### src/sv/wvd_pkg.sv
`timescale 1ns / 1ps
`default_nettype none
package wvd_pkg;

   localparam int MOLECULES   = 4096;
   localparam int IDX_W       = $clog2(MOLECULES);
   localparam logic [15:0] DT_RESET = 16'd2000;

   localparam int DIV_STAGES  = 16;
   localparam int DIV_STEPS   = 32 / DIV_STAGES;
   localparam int SQRT_STAGES = 16;
   localparam int SQRT_STEPS  = 32 / SQRT_STAGES;

   // front stages, velocity divide, saturate/square/sum, root
   localparam int FRONT_DEPTH = 5;
   localparam int PIPE_DEPTH  = FRONT_DEPTH + DIV_STAGES + 3 + SQRT_STAGES;

   typedef struct packed {
      logic [31:0] rem;
      logic        q;
   } div_step_type;

   typedef struct packed {
      logic [33:0] rem;
      logic [31:0] root;
   } sqrt_step_type;

   typedef struct packed {
      logic       first;
      logic [2:0] neg;
      logic [2:0] big;
   } vel_sb_type;

   typedef struct packed {
      logic       zero;
      logic [2:0] neg;
   } dip_sb_type;

   function automatic div_step_type div_step(input logic [31:0] rem, input logic nb,
                                             input logic [31:0] den);
      div_step_type r;
      logic [32:0]  acc;
      logic [32:0]  diff;
      acc  = {rem, nb};
      diff = acc - {1'b0, den};
      if (acc >= {1'b0, den}) begin
         r.rem = diff[31:0];
         r.q   = 1'b1;
      end else begin
         r.rem = acc[31:0];
         r.q   = 1'b0;
      end
      return r;
   endfunction

   function automatic sqrt_step_type sqrt_step(input logic [33:0] rem,
                                               input logic [31:0] root,
                                               input logic [1:0]  pair);
      sqrt_step_type r;
      logic [35:0]   acc;
      logic [35:0]   trial;
      logic [35:0]   diff;
      acc   = {rem, pair};
      trial = {2'b00, root, 2'b01};
      diff  = acc - trial;
      if (acc >= trial) begin
         r.rem  = diff[33:0];
         r.root = {root[30:0], 1'b1};
      end else begin
         r.rem  = acc[33:0];
         r.root = {root[30:0], 1'b0};
      end
      return r;
   endfunction

endpackage
`default_nettype wire

### src/sv/wvd_sqrt.sv
`timescale 1ns / 1ps
`default_nettype none
module wvd_sqrt import wvd_pkg::*; (
   input  logic        clock,
   input  logic        en,
   input  logic [63:0] rad_i,
   output logic [31:0] root_o,
   output logic [33:0] rem_o
);

   typedef struct packed {
      logic [33:0] rem;
      logic [31:0] root;
      logic [63:0] rad;
   } sqrt_stage_type;

   sqrt_stage_type stage_ff [SQRT_STAGES];
   sqrt_stage_type stage_in [SQRT_STAGES];

   always_comb begin
      sqrt_stage_type cur;
      sqrt_step_type  st;
      cur.rem  = '0;
      cur.root = '0;
      cur.rad  = rad_i;
      for (int k = 0; k < SQRT_STAGES; k++) begin
         for (int j = 0; j < SQRT_STEPS; j++) begin
            st       = sqrt_step(cur.rem, cur.root, cur.rad[63:62]);
            cur.rem  = st.rem;
            cur.root = st.root;
            cur.rad  = {cur.rad[61:0], 2'b00};
         end
         stage_in[k] = cur;
         cur         = stage_ff[k];
      end
   end

   always_ff @(posedge clock) begin
      if (en) begin
         for (int k = 0; k < SQRT_STAGES; k++) begin
            stage_ff[k] <= stage_in[k];
         end
      end
   end

   assign root_o = stage_ff[SQRT_STAGES-1].root;
   assign rem_o  = stage_ff[SQRT_STAGES-1].rem;

endmodule
`default_nettype wire

### config.mk
export PLATFORM = sky130hd
export DESIGN_NAME = wvd_sqrt
export DESIGN_NICKNAME = d
export VERILOG_FILES = /design/src/sv/wvd_pkg.sv /design/src/sv/wvd_sqrt.sv
export SDC_FILE = /design/constraint.sdc
export NUM_CORES = 2
export LEC_CHECK = 0
export ABC_AREA = 1
export BUFFER_PORTS_ARGS = -buffer_cell sky130_fd_sc_hd__buf_2
export CAP_MARGIN = 20
export CORE_MARGIN = 2
export CORE_UTILIZATION = 60
export DETAILED_ROUTE_END_ITERATION = 10
export PLACE_DENSITY = 0.8
export SETUP_SLACK_MARGIN = 0.02
export SLEW_MARGIN = 20
export SYNTH_ARGS = -nofsm -noshare
export SYNTH_HDL_FRONTEND = slang
export SYNTH_SLANG_ARGS = --single-unit
### constraint.sdc
create_clock -name clock -period 6.4 [get_ports clock]
set_clock_uncertainty 0.1 [all_clocks]
set_input_delay 1.28 -clock clock [delete_from_list [all_inputs] [get_ports clock]]
set_output_delay 1.28 -clock clock [all_outputs]
set_load 0.03 [all_outputs]
* Word level (Yosys, flattened, before mapping)
Memory sizes are Yosys's and may differ from the RTL's.
Index checks and enable logic that the tools add are counted.
** Cells by class
- Add/subtract/negate cells :: 32
- Order comparisons :: 32
- Muxes and demuxes :: 34
** Operators by type and width (count)
- $mux W66 :: 32
- $ge A36 B34 Y1 :: 31
- $sub A34 B34 Y34 :: 31
- $sub A2 B1 Y3 const B :: 1
- $ge A2 B1 Y1 const B :: 1
- $mux W1 :: 2
** Word-level totals
- Register bits :: 0
- RAM bits :: 2016
- Input bits :: 66
- Output and inout port bits :: 66
- Memories kept :: 1
** Memory list
- stage_ff :: words 16, width 126, read ports 16, clocked after Yosys merged registers in 0, wr ports 16, line wvd_sqrt.sv:17 : sqrt_stage_type stage_ff [SQRT_STAGES];

* Logic depth before layout (Yosys ltp)
An unclocked memory read counts as a cell.
- Depth in word-level cells :: 5
- Mapped depth :: 34
- Mapped depth without buffers :: 32

* Least setup slack after synthesis
No wires, ideal clock.
- Path kind :: flip-flop to flip-flop
- Start point :: mem stage_ff[1][197] (netlist bit)
- End point :: mem stage_ff[1][363] (netlist bit) (data pin)
- Library setup time :: 0.253 ns
- Arrival time :: 4.026 ns
- Data required time :: 6.047 ns
- Path slack :: 2.021 ns
- Cell stages (with the launch flop) :: 26
- Period minus slack after synthesis :: 4.379 ns
- Cell sequence :: edfxtp_1 -> inv_1 -> ha_1 -> a21oi_1 -> o21bai_1 -> nand2_1 -> nand2_1 -> a21oi_1 -> nand3_1 -> inv_1 -> clkbuf_1 -> clkbuf_1 -> nand2_1 -> o21ai_0 -> ha_1 -> a21oi_1 -> o21a_1 -> o21ai_0 -> a221oi_1 -> nand2_1 -> a21oi_1 -> nand2_1 -> buf_4 -> buf_4 -> nand2_1 -> nand2_1
** RTL lines (line)
- start: declaration :: wvd_sqrt.sv:17

==> results.md <==
- Critical path capture point type: register
- Synth Flop Type: edfxtp_1
- CTS H-tree lvls: 4
- Final Hold Viols: 0
- Final Non-Filler Cells: 15.0k
- CTS tree: yes
- Placer Congestion: 1.07
- # port buffers: 131
- Critical path launch point type: register
- Largest net degree at the start of global routing: 154
- Clk Latency, worst-skew pair: 0.81 ns
- HPWL reported at the end of detailed placement: 239 mm
- Endpoints failing setup: 0
- Residual DRC: 0
- Max reg flops: 1273
- Worst-Margin Slew: 1.19 ns
- Chip height: 402 microns
- Slew margin rel.: 0.204
- Reported max-cap violation count: 0
- GR Util met3: 0.0599
- Tcrit/Tclk final: 0.925
- Static leakage: 45.5 nW
- Routed WL: 298 mm
- Most frequent CP cell: nand2_1
- Via count: 88.4k
- Post-DR wirelength/cell: 19.9 microns
- Core area: 158000 sq um
- Crit Path Max Fanout: 37
- Synthesized area: 95300 sq um
- Maximum VDD drop: 0.000302 V
- First-pass GRT wire length: 457 mm
- Syn. warnings: 0
- Post-Place Setup Slack: 0.254 ns
- Longest Clk Path Bufs: 3
- Vias in the first global route: 82.0k
- Worst R2R Path Depth: 28
- CP arrival: 6.37 ns
- Clk pwr share: 0.192
- Syn Area/Cell: 7.53 sq um
- Filler Cells Inserted: 13.7k
- Num CTS Buffers: 140
- # IOs: 132
- Synthesis-to-layout area growth: 7.77%
- R2r setup slk: 0.48 ns
- Tmin final: 5.92 ns
- Die W: 402 microns
- Int Power: 23.2 mW
- Share of flip-flops with an asynchronous set or reset: 0
- Layout Nets: 13.4k
- Setup Fix Bufs, Post-CTS: 0
- Yosys cell types: 68
- HP Start: stage_ff[1][299]
- Die area: 162000 sq um
- Critical path class: register to register
- GRT Util Overall: 0.358
- First DRT Iteration DRCs: 10.9k
- Busiest layer in global routing: met2
- Met1 GRT Util: 0.491
- Clock Pin Slew Worst Setup and Hold Paths: 0.06 ns
- Worst EP required: 6.85 ns
- Largest register by flop count: stage_ff
- Post-synth EDFFs: 1273
- Top Registers: stage_ff x1273
- Sequential share of power: 0.289
- First-pass DRT Iterations: 8
- Vias per std cell: 5.90
- Initial Utilization: 0.603
- Sw Share: 0.464
- Post-synthesis cell count: 12.6k
- Max stage delay cell, worst path: edfxtp_1
- Fin util: 0.650
- Seq/Total Area, Yosys: 0.401
- Congestion Overflow GR: 0
- Row cnt: 146
- Met2 usage: 0.564
- Synth Register Bits: 1273
- Hold Path End: stage_ff[1][429]
- CTS Sinks: 1273
- Hold WC Path Type: register to register
- CTS hold repair buffers: 0
- Reg2reg start: stage_ff[1][691]
- RR Endpoint: stage_ff[1][849]
- Leading area contributor after synthesis: edfxtp_1
- Combinational power share: 0.519
- Routed Antenna Nets: 0
- Antenna violations before repair: 10
- Slew Viols, Final: 0
- Post-route setup slack: 0.480 ns
- Share of the synthesized area in the top cell type: 0.401
- Hold Path Depth: 0
- FMAX: 169 MHz
- Top cells by area, synth: edfxtp_1 (40%), nand2_1 (14%), ha_1 (7.4%), inv_1 (6.6%), nor2_1 (5.7%)
- Status: complete, no violations
- Layout cell share with drive strength beyond 1: 0.0516
- Placed Instances: 14.7k
- Final TNS setup: 0 ns
- Psw: 20.0 mW
- Unrepaired setup endpoints after global routing: no
- CP peak stage delay: 0.44 ns
- Pwr Density: 421 nW/um^2
- Root Buffer: clkbuf_16
==> cells by family (layout without fill, tap and decap cells) <==
group,Yosys count,count (layout),synth area share
AND/OR/NAND/NOR,6393,6393,0.282
buffers and inverters,1952,2201,0.0825
AO/OA/AOI/OAI,1916,1916,0.110
flip-flops,1273,1273,0.401
adder cells (fa/ha/maj),560,560,0.0735
XOR/XNOR,554,554,0.0510
other,1,8,0.0000394
==> stage by stage <==
step           power (mW)  hold WS, ns  area [sq um]
2_1_floorplan        27.9        0.300         95300
3_3_place_gp         34.0        0.300         97900
3_5_place_dp         34.3        0.305         97900
4_1_cts              42.7        0.312        103000
5_1_grt              46.0        0.319        103000
6_report             43.2        0.311        103000
==> Yosys cell counts (83+ instances only) <==
master	instances
a21oi_1	758
buf_4	93
edfxtp_1	1273
ha_1	560
inv_1	1682
nand2_1	3435
nand3_1	817
nand4_1	220
nor2_1	1435
nor3_1	183
o21ai_0	717
o21ai_1	83
xnor2_1	256
xor2_1	297
==> repair_timing <==
item / 4_1_cts / 5_1_grt
setup endpoints to repair: 0 / 26
gates resized for setup: 0 / 7
hold endpoints to repair: 0 / 0
==> critical path: cells and delay by family, from the launching register on <==
family                   cells  cell delay (ns)
AND/OR/NAND/NOR             17             2.36
buffers and inverters        6             1.04
AO/OA/AOI/OAI                3             0.88
adder cells (fa/ha/maj)      2             0.82
flip-flops                   1             0.44
==> cell type report <==
| cell class | count | area (sq um) | share of cell area |
|---|---|---|---|
| multi-input combinational | 9426 | 49200 | 0.479 |
| clock buffer | 157 | 3570 | 0.0347 |
| tap | 2072 | 2590 | 0.0252 |
| clock inverter | 93 | 1140 | 0.0111 |
| timing repair inverter | 1 | 5.00 | 0.0000487 |
| sequential | 1273 | 38200 | 0.372 |
| antenna | 5 | 12.5 | 0.000122 |
| inverter | 1739 | 6540 | 0.0637 |
| timing repair buffer | 211 | 1400 | 0.0136 |
==> routing by layer <==
metal	share of wire	wire, microns	vias up
met5	0.000054	16	-
met4	0.046	13600	2
met3	0.094	28000	810
met2	0.44	132000	4468
met1	0.42	125000	40800
li1	-	-	42300
==> how the worst max path moves through the flow <==
stage                                 from          endpoint  depth (start not counted)
final                     stage_ff[1][691]  stage_ff[1][849]                         28
after floorplan           stage_ff[1][197]  stage_ff[1][363]                         25
after global routing      stage_ff[1][691]  stage_ff[1][849]                         28
after global placement    stage_ff[1][329]  stage_ff[1][473]                         23
after detailed placement  stage_ff[1][329]  stage_ff[1][471]                         23
after CTS                 stage_ff[1][329]  stage_ff[1][493]                         23
==> placed cells by master (no fill, tap or decap), drive strengths merged, types with 211 or more instances in the layout <==
master	count
xnor2	256
o21ai	809
nand4	224
nand3	833
edfxtp	1273
nand2	3466
a21oi	772
inv	1750
xor2	298
ha	560
nor2	1473
buf	211
==> power by group through the flow <==
stage	clock, mW	sequential [mW]	combinational (mW)
after floorplan	0	12.0	15.9
after global placement	0	12.6	21.4
after detailed placement	0	12.6	21.7
after CTS	8.42	12.5	21.8
after global routing	8.71	12.6	24.8
final	8.30	12.5	22.4
(Power assumes the default switching activity.)
